<file path="src/design/u16u8_pkg.sv">
// ----------------------------------------------------------------------------
// u16u8_pkg
// Shared types and constants for the UTF-16 to UTF-8 encoder.
// ----------------------------------------------------------------------------
package u16u8_pkg;

  localparam int UNIT_W = 16;
  localparam int BYTE_W = 8;
  localparam int CAP_W  = 16;
  localparam int MAX_B  = 4;      // bytes per item, worst case
  localparam int CNT_W  = 3;      // holds 0..MAX_B
  localparam int CODE_W = 21;     // scalar value up to 10FFFF

  localparam logic [UNIT_W-1:0] SURR_MIN  = 16'hD800;
  localparam logic [UNIT_W-1:0] HIGH_MAX  = 16'hDBFF;
  localparam logic [UNIT_W-1:0] LOW_MIN   = 16'hDC00;
  localparam logic [UNIT_W-1:0] SURR_MAX  = 16'hDFFF;
  localparam logic [UNIT_W-1:0] ONE_MAX   = 16'h007F;
  localparam logic [UNIT_W-1:0] TWO_MAX   = 16'h07FF;
  localparam logic [CODE_W-1:0] SUPP_BASE = 21'h010000;
  localparam logic [CAP_W-1:0]  CAP_RESET = 16'd256;
  localparam logic [BYTE_W-1:0] NUL_BYTE  = 8'h00;

  // result of one item, handed from the encoder to the byte serialiser
  typedef struct packed {
    logic [CNT_W-1:0]             count;  // bytes produced, 0 = none
    logic [MAX_B-1:0][BYTE_W-1:0] bytes;  // bytes[0] goes out first
    logic                         term;   // single terminator byte
    logic                         trunc;  // terminator forced by budget
  } enc_res_t;

endpackage

</file>
<file path="src/design/u16u8_if.sv">
// ----------------------------------------------------------------------------
// u16u8 channel interfaces
// Valid/ready channels for code units, output bytes and the capacity write.
// ----------------------------------------------------------------------------
interface u16u8_in_if;
  logic        valid;
  logic        ready;
  logic [15:0] code_unit;

  modport source (output valid, output code_unit, input ready);
  modport sink   (input valid, input code_unit, output ready);
endinterface

interface u16u8_out_if;
  logic       valid;
  logic       ready;
  logic [7:0] out_byte;
  logic       run_last;
  logic       string_end;
  logic       truncated;

  modport source (output valid, output out_byte, output run_last,
                  output string_end, output truncated, input ready);
  modport sink   (input valid, input out_byte, input run_last,
                  input string_end, input truncated, output ready);
endinterface

interface u16u8_cfg_if;
  logic        valid;
  logic        ready;
  logic [15:0] out_capacity;

  modport source (output valid, output out_capacity, input ready);
  modport sink   (input valid, input out_capacity, output ready);
endinterface

</file>
<file path="src/design/u16u8_encode.sv">
// ----------------------------------------------------------------------------
// u16u8_encode
// Per-item encode: surrogate pairing, byte budget and string state.
// ----------------------------------------------------------------------------
module u16u8_encode (
  input  logic                    clk,
  input  logic                    rst_n,
  input  logic                    accept,
  input  logic [15:0]             code_unit,
  input  logic                    cfg_we,
  input  logic [15:0]             cfg_data,
  output u16u8_pkg::enc_res_t     res
);
  import u16u8_pkg::*;

  logic [CAP_W-1:0]  cap_r,        cap_nxt;
  logic [CAP_W-1:0]  bytes_left_r, bytes_left_nxt;
  logic [UNIT_W-1:0] held_unit_r,  held_unit_nxt;
  logic              held_valid_r, held_valid_nxt;
  logic              dropping_r,   dropping_nxt;

  logic [CNT_W-1:0]             need;
  logic [MAX_B-1:0][BYTE_W-1:0] chr;
  logic [CODE_W-1:0]            code;
  logic                         pair_ok;

  assign pair_ok = (held_unit_r >= SURR_MIN) && (held_unit_r <= HIGH_MAX) &&
                   (code_unit >= LOW_MIN) && (code_unit <= SURR_MAX);
  assign code    = {1'b0, held_unit_r[9:0], code_unit[9:0]} + SUPP_BASE;

  // character bytes, ignoring budget
  always_comb begin
    chr  = '0;
    need = CNT_W'(1);
    if (held_valid_r) begin
      if (pair_ok) begin
        need   = CNT_W'(4);
        chr[0] = {5'b11110, code[20:18]};
        chr[1] = {2'b10, code[17:12]};
        chr[2] = {2'b10, code[11:6]};
        chr[3] = {2'b10, code[5:0]};
      end else begin
        chr[0] = NUL_BYTE;
      end
    end else if (code_unit <= ONE_MAX) begin
      chr[0] = code_unit[7:0];
    end else if (code_unit <= TWO_MAX) begin
      need   = CNT_W'(2);
      chr[0] = {3'b110, code_unit[10:6]};
      chr[1] = {2'b10, code_unit[5:0]};
    end else begin
      need   = CNT_W'(3);
      chr[0] = {4'b1110, code_unit[15:12]};
      chr[1] = {2'b10, code_unit[11:6]};
      chr[2] = {2'b10, code_unit[5:0]};
    end
  end

  always_comb begin
    res            = '0;
    cap_nxt        = cap_r;
    bytes_left_nxt = bytes_left_r;
    held_unit_nxt  = held_unit_r;
    held_valid_nxt = held_valid_r;
    dropping_nxt   = dropping_r;
    if (cfg_we) begin
      cap_nxt        = cfg_data;
      bytes_left_nxt = cfg_data;
    end else if (accept) begin
      if (dropping_r) begin
        if (code_unit == '0) begin
          dropping_nxt   = 1'b0;
          bytes_left_nxt = cap_r;
        end
      end else if (code_unit == '0) begin
        res.count      = CNT_W'(1);
        res.term       = 1'b1;
        held_valid_nxt = 1'b0;
        held_unit_nxt  = '0;
        bytes_left_nxt = cap_r;
      end else if (!held_valid_r && code_unit >= SURR_MIN && code_unit <= SURR_MAX) begin
        held_unit_nxt  = code_unit;
        held_valid_nxt = 1'b1;
      end else begin
        held_valid_nxt = 1'b0;
        held_unit_nxt  = '0;
        if (bytes_left_r <= CAP_W'(need)) begin
          // no room: forced terminator, drop until end of string
          res.count      = CNT_W'(1);
          res.term       = 1'b1;
          res.trunc      = 1'b1;
          bytes_left_nxt = cap_r;
          dropping_nxt   = 1'b1;
        end else begin
          res.count      = need;
          res.bytes      = chr;
          bytes_left_nxt = bytes_left_r - CAP_W'(need);
        end
      end
    end
  end

  always_ff @(posedge clk) begin
    if (!rst_n) begin
      cap_r        <= CAP_RESET;
      bytes_left_r <= CAP_RESET;
      held_unit_r  <= '0;
      held_valid_r <= 1'b0;
      dropping_r   <= 1'b0;
    end else begin
      cap_r        <= cap_nxt;
      bytes_left_r <= bytes_left_nxt;
      held_unit_r  <= held_unit_nxt;
      held_valid_r <= held_valid_nxt;
      dropping_r   <= dropping_nxt;
    end
  end

endmodule

</file>
<file path="src/design/u16u8_serial.sv">
// ----------------------------------------------------------------------------
// u16u8_serial
// Result register: holds up to four bytes and sends one per handshake.
// ----------------------------------------------------------------------------
module u16u8_serial (
  input  logic                clk,
  input  logic                rst_n,
  input  logic                load,
  input  u16u8_pkg::enc_res_t res,
  output logic                can_load,
  output logic                out_valid,
  input  logic                out_ready,
  output logic [7:0]          out_byte,
  output logic                run_last,
  output logic                string_end,
  output logic                truncated
);
  import u16u8_pkg::*;

  logic [MAX_B-1:0][BYTE_W-1:0] buf_r, buf_nxt;
  logic [CNT_W-1:0]             cnt_r, cnt_nxt;
  logic                         term_r, term_nxt;
  logic                         trunc_r, trunc_nxt;
  logic                         pop;

  assign pop      = (cnt_r != '0) && out_ready;
  // free now, or the last byte leaves this cycle
  assign can_load = (cnt_r == '0) || ((cnt_r == CNT_W'(1)) && out_ready);

  assign out_valid  = (cnt_r != '0);
  assign out_byte   = buf_r[0];
  assign run_last   = (cnt_r == CNT_W'(1));
  assign string_end = term_r;
  assign truncated  = trunc_r;

  always_comb begin
    buf_nxt   = buf_r;
    cnt_nxt   = cnt_r;
    term_nxt  = term_r;
    trunc_nxt = trunc_r;
    if (load) begin
      buf_nxt   = res.bytes;
      cnt_nxt   = res.count;
      term_nxt  = res.term;
      trunc_nxt = res.trunc;
    end else if (pop) begin
      buf_nxt   = {NUL_BYTE, buf_r[MAX_B-1:1]};
      cnt_nxt   = cnt_r - CNT_W'(1);
    end
  end

  always_ff @(posedge clk) begin
    buf_r <= buf_nxt;
    if (!rst_n) begin
      cnt_r   <= '0;
      term_r  <= 1'b0;
      trunc_r <= 1'b0;
    end else begin
      cnt_r   <= cnt_nxt;
      term_r  <= term_nxt;
      trunc_r <= trunc_nxt;
    end
  end

endmodule

</file>
<file path="src/design/utf16_to_utf8_encoder.sv">
// Timing: the first byte of an item is offered in the cycle after it is taken.
// Throughput: an item is taken every cycle while each gives at most one byte
//   and the output is not stalled; an item giving more bytes holds the input
//   until its last byte leaves the one-byte-per-cycle result register.
// Reset: synchronous, active low; clears pairing, drop and result state and
//   loads a 256-byte budget. No clearing pass.
// ----------------------------------------------------------------------------
// utf16_to_utf8_encoder
// UTF-16 code units in, UTF-8 bytes out, with a per-string byte budget.
// ----------------------------------------------------------------------------
module utf16_to_utf8_encoder (
  input logic         clk,
  input logic         rst_n,
  u16u8_in_if.sink    in_ch,
  u16u8_out_if.source out_ch,
  u16u8_cfg_if.sink   cfg_ch
);
  import u16u8_pkg::*;

  enc_res_t res;
  logic     can_load;
  logic     accept;

  // Capacity writes always taken; user must keep them to idle (unchecked).
  assign cfg_ch.ready = 1'b1;

  // The encoder updates its state at accept; the result register must be
  // free (or emptying this cycle) before a new item may enter.
  assign in_ch.ready = can_load;
  assign accept      = in_ch.valid && can_load;

  u16u8_encode u_encode (
    .clk       (clk),
    .rst_n     (rst_n),
    .accept    (accept),
    .code_unit (in_ch.code_unit),
    .cfg_we    (cfg_ch.valid),
    .cfg_data  (cfg_ch.out_capacity),
    .res       (res)
  );

  // Items that give no byte (held surrogate, dropped units) only touch
  // encoder state and never load the result register.
  u16u8_serial u_serial (
    .clk        (clk),
    .rst_n      (rst_n),
    .load       (accept && (res.count != '0)),
    .res        (res),
    .can_load   (can_load),
    .out_valid  (out_ch.valid),
    .out_ready  (out_ch.ready),
    .out_byte   (out_ch.out_byte),
    .run_last   (out_ch.run_last),
    .string_end (out_ch.string_end),
    .truncated  (out_ch.truncated)
  );

endmodule

</file>
<file path="src/flat_wrapper.sv">
// flat-port wrapper written by rule: the top's interface ports become plain ports
module utf16_to_utf8_encoder_flat import u16u8_pkg::*;
  (clk, rst_n, in_ch_valid, in_ch_code_unit, in_ch_ready, out_ch_valid, out_ch_out_byte, out_ch_run_last, out_ch_string_end, out_ch_truncated, out_ch_ready, cfg_ch_valid, cfg_ch_out_capacity, cfg_ch_ready);
  u16u8_in_if in_ch_i ();
  u16u8_out_if out_ch_i ();
  u16u8_cfg_if cfg_ch_i ();
  input logic clk;
  input logic rst_n;
  input wire logic [$bits(in_ch_i.valid)-1:0] in_ch_valid;
  input wire logic [$bits(in_ch_i.code_unit)-1:0] in_ch_code_unit;
  output wire logic [$bits(in_ch_i.ready)-1:0] in_ch_ready;
  output wire logic [$bits(out_ch_i.valid)-1:0] out_ch_valid;
  output wire logic [$bits(out_ch_i.out_byte)-1:0] out_ch_out_byte;
  output wire logic [$bits(out_ch_i.run_last)-1:0] out_ch_run_last;
  output wire logic [$bits(out_ch_i.string_end)-1:0] out_ch_string_end;
  output wire logic [$bits(out_ch_i.truncated)-1:0] out_ch_truncated;
  input wire logic [$bits(out_ch_i.ready)-1:0] out_ch_ready;
  input wire logic [$bits(cfg_ch_i.valid)-1:0] cfg_ch_valid;
  input wire logic [$bits(cfg_ch_i.out_capacity)-1:0] cfg_ch_out_capacity;
  output wire logic [$bits(cfg_ch_i.ready)-1:0] cfg_ch_ready;
  assign in_ch_i.valid = in_ch_valid;
  assign in_ch_i.code_unit = in_ch_code_unit;
  assign in_ch_ready = in_ch_i.ready;
  assign out_ch_valid = out_ch_i.valid;
  assign out_ch_out_byte = out_ch_i.out_byte;
  assign out_ch_run_last = out_ch_i.run_last;
  assign out_ch_string_end = out_ch_i.string_end;
  assign out_ch_truncated = out_ch_i.truncated;
  assign out_ch_i.ready = out_ch_ready;
  assign cfg_ch_i.valid = cfg_ch_valid;
  assign cfg_ch_i.out_capacity = cfg_ch_out_capacity;
  assign cfg_ch_ready = cfg_ch_i.ready;
  utf16_to_utf8_encoder u_core (.clk(clk), .rst_n(rst_n), .in_ch(in_ch_i), .out_ch(out_ch_i), .cfg_ch(cfg_ch_i));
endmodule
</file>
<file path="config.mk">
export PLATFORM = sky130hd
export DESIGN_NAME = utf16_to_utf8_encoder_flat
export DESIGN_NICKNAME = d
export VERILOG_FILES = /design/src/design/u16u8_pkg.sv /design/src/design/u16u8_if.sv /design/src/design/u16u8_encode.sv /design/src/design/u16u8_serial.sv /design/src/design/utf16_to_utf8_encoder.sv /design/src/flat_wrapper.sv
export SDC_FILE = /design/constraint.sdc
export NUM_CORES = 1
export LEC_CHECK = 0
export ABC_AREA = 1
export ABC_CLOCK_PERIOD_IN_PS = 5500
export BUFFER_PORTS_ARGS = -buffer_cell sky130_fd_sc_hd__buf_2
export CAP_MARGIN = 20
export CORE_UTILIZATION = 63
export DETAILED_ROUTE_END_ITERATION = 12
export PLACE_DENSITY = 0.91
export SYNTH_ARGS = -nofsm -noshare
export SYNTH_HDL_FRONTEND = slang
export SYNTH_SLANG_ARGS = --single-unit
export TNS_END_PERCENT = 30
</file>
<file path="constraint.sdc">
create_clock -name clk -period 5.5 [get_ports clk]
set_input_delay 0.825 -clock clk [delete_from_list [all_inputs] [get_ports clk]]
set_output_delay 0.825 -clock clk [all_outputs]
set_load 0.01 [all_outputs]
</file>
==> results.toml, run 1 <==
[sta]
rsz0062_at_grt = "false"
whs_ps = 463
finalCritPeriodShare_pct = 68.0
hold_viol = 0
worst_pin_slew_ps = 664
setup_slack_ps = 1760
setup_viol = 0
slew_violations = 0
finClkSkew_ps = 11.8
fin_crit_ps = 3740
slew_headroom_pct = 55.7
fmax_mhz = 267
setup_tns_ps = 0

[synth]
synth_common_cells = "nand2_1 (191), nor2_1 (66), dfxtp_1 (55), inv_1 (55), a21oi_1 (53)"
postSynth.asyncResetShare_pct = 0
ys_top_cells_by_area = "dfxtp_1 (24%), edfxtp_1 (19%), nand2_1 (15%)"
synth-edff-count = 29
post_synth_num_cell_types = 41
synth.avg_cell_area_um2 = 7.20
synth_area_leader_cell = "dfxtp_1"
netlist_area_um2 = 4650
ys_seq_elements = 84
yosys_warnings = 0
syn_inst = 646
synth_top_area_share_pct = 23.7
synth_ff_type = "dfxtp_1"
synthesis.nets = 692
synth_seq_area_share_pct = 42.4
yosysMostFrequentCell = "nand2_1"

[die]
rows = 30
start_util_pct = 67.0
die_area_um2 = 7730
die_y_um = 87.9
ios = 51
die_w_um = 87.9
coreArea_um2 = 6940

[setup_path]
crit_top_cell = "nand2_1"
critical_path_class = "in -> reg"
worstPathArrival_ps = 3960
required_ps = 5720
cp_slowest_stage_delay_ps = 390
crit_path_end_kind = "register"
path_buf_inv = 4
start_kind = "input port"
crit_family = "simple AND/OR/NAND/NOR gates"
critical_path.startpoint = "in_ch_code_unit[14]"
r2r_start = "u_core.u_encode.held_unit_r[13]$_SDFFE_PN0P_"
path_max_fanout = 11
crit_chain = "buf_2 > nor2_1 > nand2_1 > nor2_1 > inv_1 > nor2_1 > nand2_1 > nand2_1 > inv_1 > ha_1 > fa_1 > inv_1 > nand2_1 > nand2_1 > nor2_1 > nand2_1 > nand2_1 > nor2_2 > nand2_1 > nor2_1 > nand3_1 > nand3_1"
crit_slowest_cell = "fa_1"

[cts]
ctsResizeCount = 0
root_buffer = "clkbuf_8"
cts_setup_buffers = 0
cts_tree = "yes"
numCtsBuffers = 9
cts.sinks = 84
clk_latency_ps = 360
postCtsHoldBufs = 0
clk_path_buf_depth = 2
htree_levels = 3
clkTransAtPathRegs_ps = 90

[drt]
ant_nets = 0
drt-total-wl_mm = 12.0
wire_per_inst_um = 15.4
vias = 4492
initialDrtViolationCount = 610
firstDrtPassIters = 6
viasPerCell = 5.78
route.detailed.drc = 0

[placed_design]
place_ws_ps = 1510
dp_cells = 761
io_buffers = 49
dp_hpwl_mm = 8.85
routabilityCongestion = 1.01
post_dp_cell_area_um2 = 4850

[pwr]
max-vdd-ir-drop_mv = 0.227
leakage_uw = 0.00229
power_density_nw_per_um2 = 418

[global_routing]
first_global_vias = 3957
grt_max_degree = 38
grt_overflow = 0
grt_pass1_wl_mm = 19.3
antenna_found_initial = 0
grt_usage_pct = 33.2

[final_layout]
finalInstanceArea_um2 = 5080
antenna_cells = 0
drive_gt1_share_pct = 12.5
syn_to_final_growth_pct = 9.31
nets = 722
instances_no_fill = 777

[run]
cap_viol_max_count = 0

[run_status]
status = "completed"

[worst_hold_path]
hold_class = "reg -> reg"
hold_start = "u_core.u_encode.cap_r[8]$_SDFFE_PN1P_"
[metrics by stage]
step / util, % / power (uW)
2_1_floorplan: - / 1440
3_3_place_gp: 69.8 / 1580
3_5_place_dp: 69.8 / 1610
4_1_cts: 73.2 / 2120
5_1_grt: 73.2 / 2260
6_report: 73.2 / 2130
[layout by cell type, fill, tap and decap left out, types with 2 or more instances in the layout]
cell       instances
nor2_2             4
nand4_1            7
nor2_1            66
nor2_8             2
nor3_1             7
o21ai_0           39
buf_2             49
nand3_1           50
nand2_1          191
inv_1             55
clkbuf_1           3
xnor2_1            4
a21oi_1           53
xor2_1             6
clkbuf_8           9
inv_2              4
edfxtp_1          29
nand3_2            2
o211ai_1          11
ha_1               8
nand2_2            4
buf_4              2
dfxtp_1           55
bufinv_16          3
nor4_1             2
[sequential cells by signal (all words and copies together) (netlist names)]
signal	cells
u_core.u_encode.bytes_left_r	16
u_core.u_serial.string_end	1
u_core.u_encode.held_unit_r	16
u_core.u_serial.buf_r	21
u_core.u_encode.dropping_r	1
u_core.u_serial.out_byte	8
u_core.u_serial.cnt_r	3
u_core.u_serial.truncated	1
u_core.u_encode.cap_r	16
u_core.u_encode.held_valid_r	1
[area by class of cell]
class	instances	area (um^2)
multi-input cells	469	2270
repair buffers	51	260
inverters	61	231
clock inverters	4	97.6
well taps	96	120
flip-flops and latches	84	1970
fillers	550	1860
clock buffers	12	135
[worst register-to-register path, stage by stage (launching register included)]
cell	delay, ps
dfxtp_1	300
inv_1	80
nand2_1	50
nor3_1	270
nand4_1	250
nand2_1	130
inv_1	50
ha_1	200
fa_1	390
inv_1	70
nand2_1	80
nand2_1	130
nor2_1	100
nand2_1	70
nand2_1	70
nor2_2	180
nand2_1	170
nor2_1	300
nand3_1	170
nand3_1	120
[cell families (layout without fill, tap and decap cells)]
family	after synthesis	after routing	synth area share (%)
simple gates	340	340	31.6
compound gates	109	109	12.6
buf+inv	93	128	8.85
fa+ha+maj	9	9	2.58
flops	84	84	42.4
xor+xnor	10	10	1.88
other cells	1	1	0.0807
[metal layers]
| layer | up-vias | track usage [%] | part of all wire, % |
|---|---|---|---|
| met5 | - | 0 | 0 |
| met4 | 0 | 13.3 | 2.2 |
| met3 | 25 | 5.47 | 10 |
| met2 | 257 | 47.8 | 43 |
| met1 | 2047 | 49.5 | 44 |
| li1 | 2163 | - | - |
[worst paths after layout]
kind	endpoint	slack, ps	cells after the start
setup reg to reg	u_core.u_serial.buf_r[20]$_DFFE_PP_	2200	19
hold / removal	u_core.u_encode.cap_r[8]$_SDFFE_PN1P_	460	2
hold reg to reg	u_core.u_encode.cap_r[8]$_SDFFE_PN1P_	460	2
setup / recovery	u_core.u_serial.buf_r[20]$_DFFE_PP_	1760	22
[power by group]
| part | total, uW | switching, uW | internal (uW) |
|---|---|---|---|
| logic | 697 | 461 | 236 |
| clock network | 519 | 217 | 302 |
| registers | 910 | 71.7 | 839 |
(Power assumes the default switching activity.)
==> inputs of run 2 (changes only) <==
- ABC_AREA: 1 -> 0
- ABC_CLOCK_PERIOD_IN_PS: 5500 -> 3300
- CORE_UTILIZATION: 63 -> 53
- PLACE_DENSITY: 0.91 -> 0.82
- clock period: 5.5 -> 3.3 ns (I/O delays scaled with it)
==> run 2 against run 1 <==
- final cell count is 14% lower
- combinational power grew 42%
- first-iteration DRC count down 31%
- flip-flop and latch count is the same
- critical path type is now reg -> reg
- critical endpoint is now u_core.u_encode.bytes_left_r[8]$_SDFFE_PN1P_
- largest power group unchanged
- highest routed layer unchanged
==> results.toml, run 2 <==
[sta]
finalCritPeriodShare_pct = 96.6
hold_viol = 0
whs_ps = 385
slew_headroom_pct = 51.2
fmax_mhz = 314
finClkSkew_ps = 11.8
worst_pin_slew_ps = 731
fin_crit_ps = 3190
setup_viol = 0
slew_violations = 0

[die]
die_w_um = 93.2
coreArea_um2 = 7890
die_area_um2 = 8680
ios = 51
die_y_um = 93.2
start_util_pct = 55.9
rows = 32

[worst_hold_path]
hold_class = "in -> reg"
hold_end = "u_core.u_encode.cap_r[9]$_SDFFE_PN0P_"
hold_start = "cfg_ch_out_capacity[9]"
holdPathStages = 3

[setup_path]
rrSetupSlack_ps = 110
r2r_start = "u_core.u_encode.held_unit_r[10]$_SDFFE_PN0P_"
critical_path_class = "reg -> reg"
path_max_fanout = 3
required_ps = 3530
r2r-end = "u_core.u_encode.bytes_left_r[8]$_SDFFE_PN1P_"
crit_path_end_kind = "register"
start_kind = "register"
worstPathArrival_ps = 3420
reg2reg_depth = 9

[placed_design]
routabilityCongestion = 0.951
io_buffers = 49
dp_hpwl_mm = 8.29

[final_layout]
fillCellCount = 631
nets = 610
largest_reg_flops = 21
syn_to_final_growth_pct = 18.2
layout.cells.most_common = "dfxtp_1"
antenna_cells = 0
regMostFlops = "u_core.u_serial.buf_r"
drive_gt1_share_pct = 22.8
layout.cells.most_common_list = "dfxtp_1 (55), a21oi_1 (54), nand2_1 (53)"

[drt]
route.detailed.drc = 0
wire_per_inst_um = 17.3
vias = 4062
viasPerCell = 6.05
initialDrtViolationCount = 419
drt-total-wl_mm = 11.6
firstDrtPassIters = 5
ant_nets = 0

[global_routing]
grt_max_degree = 39
grt_overflow = 0
antenna_found_initial = 0
grt_pass1_wl_mm = 19.2
first_global_vias = 3905
grt_usage_pct = 28.4

[synth]
post_synth_num_cell_types = 54
yosys_warnings = 0
syn_inst = 491
synthesis.nets = 537
synth_common_cells = "a21oi_1 (55), dfxtp_1 (55), nand2_1 (53), nor2_1 (52), edfxtp_1 (29)"
synth-edff-count = 29
synth_area_leader_cell = "dfxtp_1"
synth_seq_area_share_pct = 44.8
ys_seq_elements = 84
ys_top_cells_by_area = "dfxtp_1 (25%), edfxtp_1 (20%), a21oi_1 (6.2%)"
synth.avg_cell_area_um2 = 8.97
synth_top_area_share_pct = 25.0
netlist_area_um2 = 4410
synth_ff_type = "dfxtp_1"
postSynth.asyncResetShare_pct = 0

[cts]
clk_path_buf_depth = 2
root_buffer = "clkbuf_8"
clk_latency_ps = 360
clkTransAtPathRegs_ps = 90
numCtsBuffers = 9
htree_levels = 3
cts_setup_buffers = 0
cts.sinks = 84
cts_tree = "yes"

[pwr]
power_density_nw_per_um2 = 613
leakage_uw = 0.00217
max-vdd-ir-drop_mv = 0.270
finalPower_uw = 3200

[run]
cap_viol_max_count = 0

[run_status]
status = "completed"
## run 2: changes by cell type after synthesis, sizes merged, moves of 8 or more
cell	before	now
clkbuf	10	21
inv	60	13
nand3	53	11
mux2i	0	18
a21o	0	8
and2	0	9
nor4	2	16
a22oi	0	16
nand2	196	53
nor2b	0	9
o211ai	11	0
nor2	73	52
o21ai	40	19
## run 2: cell type report
| type | count | area, um^2 | share of cell area [%] |
|---|---|---|---|
| sequential | 84 | 1970 | 37.9 |
| clock inverter | 7 | 75.1 | 1.44 |
| clock buffer | 9 | 124 | 2.38 |
| tap | 102 | 128 | 2.45 |
| multi-input combinational | 357 | 2230 | 42.8 |
| timing repair buffer | 99 | 633 | 12.2 |
| inverter | 13 | 48.8 | 0.937 |
## run 2: routing by layer
metal / wire length [um] / GRT usage [%]
met1: 5190 / 40.1
met2: 5420 / 44.6
met5: 0 / 0
met3: 809 / 2.85
met4: 208 / 11.3
## run 2: repair_timing
action / CTS / global route
setup endpoints to repair: 0 / 31
resized for setup: 0 / 1
hold buffers: 0 / 0
## run 2: cells by family (layout without fill, tap and decap cells)
logic type | after synthesis | count (layout) | share of synthesized area [%]
AOI/OAI and AO/OA | 138 | 138 | 20.3
xor gates and xnor gates | 10 | 10 | 1.99
buffers and inverters | 50 | 128 | 5.25
DFF | 84 | 84 | 44.8
muxes | 19 | 19 | 4.35
and+or+nand+nor | 180 | 180 | 20.6
other | 1 | 1 | 0.0851
adders and majority gates | 9 | 9 | 2.73
## run 2: how the worst max path moves through the flow
stage | cells after the start | slack [ps] | endpoint | start
after detailed placement | 13 | -240 | u_core.u_serial.buf_r[19]$_DFFE_PP_ | in_ch_code_unit[13]
final | 9 | 110 | u_core.u_encode.bytes_left_r[8]$_SDFFE_PN1P_ | u_core.u_encode.held_unit_r[10]$_SDFFE_PN0P_
after global placement | 10 | -120 | u_core.u_encode.bytes_left_r[8]$_SDFFE_PN1P_ | in_ch_code_unit[13]
after CTS | 12 | 30 | u_core.u_serial.buf_r[19]$_DFFE_PP_ | u_core.u_encode.held_unit_r[10]$_SDFFE_PN0P_
after global routing | 12 | -20 | u_core.u_serial.cnt_r[0]$_SDFFE_PN0P_ | in_ch_code_unit[14]
after floorplan | 9 | 7 | u_core.u_encode.bytes_left_r[8]$_SDFFE_PN1P_ | in_ch_code_unit[13]
## run 2: stage by stage
stage / util [%] / cells / cell area, um^2 / setup TNS (ps) / setup slack, ps
4_1_cts: 66.0 / 671 / 5200 / 0 / 32.0
3_3_place_gp: 63.5 / 655 / 5010 / -1480 / -120
6_report: 66.0 / 671 / 5210 / 0 / 113
3_5_place_dp: 63.5 / 655 / 5010 / -5790 / -242
2_1_floorplan: - / 491 / 4420 / 0 / 6.89
5_1_grt: 66.0 / 671 / 5210 / -42.3 / -23.2
## run 2: worst max-delay path: stages, from the launching register on
cell	delay, ps
dfxtp_1	320
and4b_1	290
nand4_1	100
or4b_4	520
ha_4	190
or4_4	410
or4_4	490
or4b_1	490
a21oi_2	160
o31ai_2	80
## run 2: where the power goes
part | switching (uW) | internal, uW
logic | 580 | 412
clock network | 397 | 355
registers | 103 | 1350
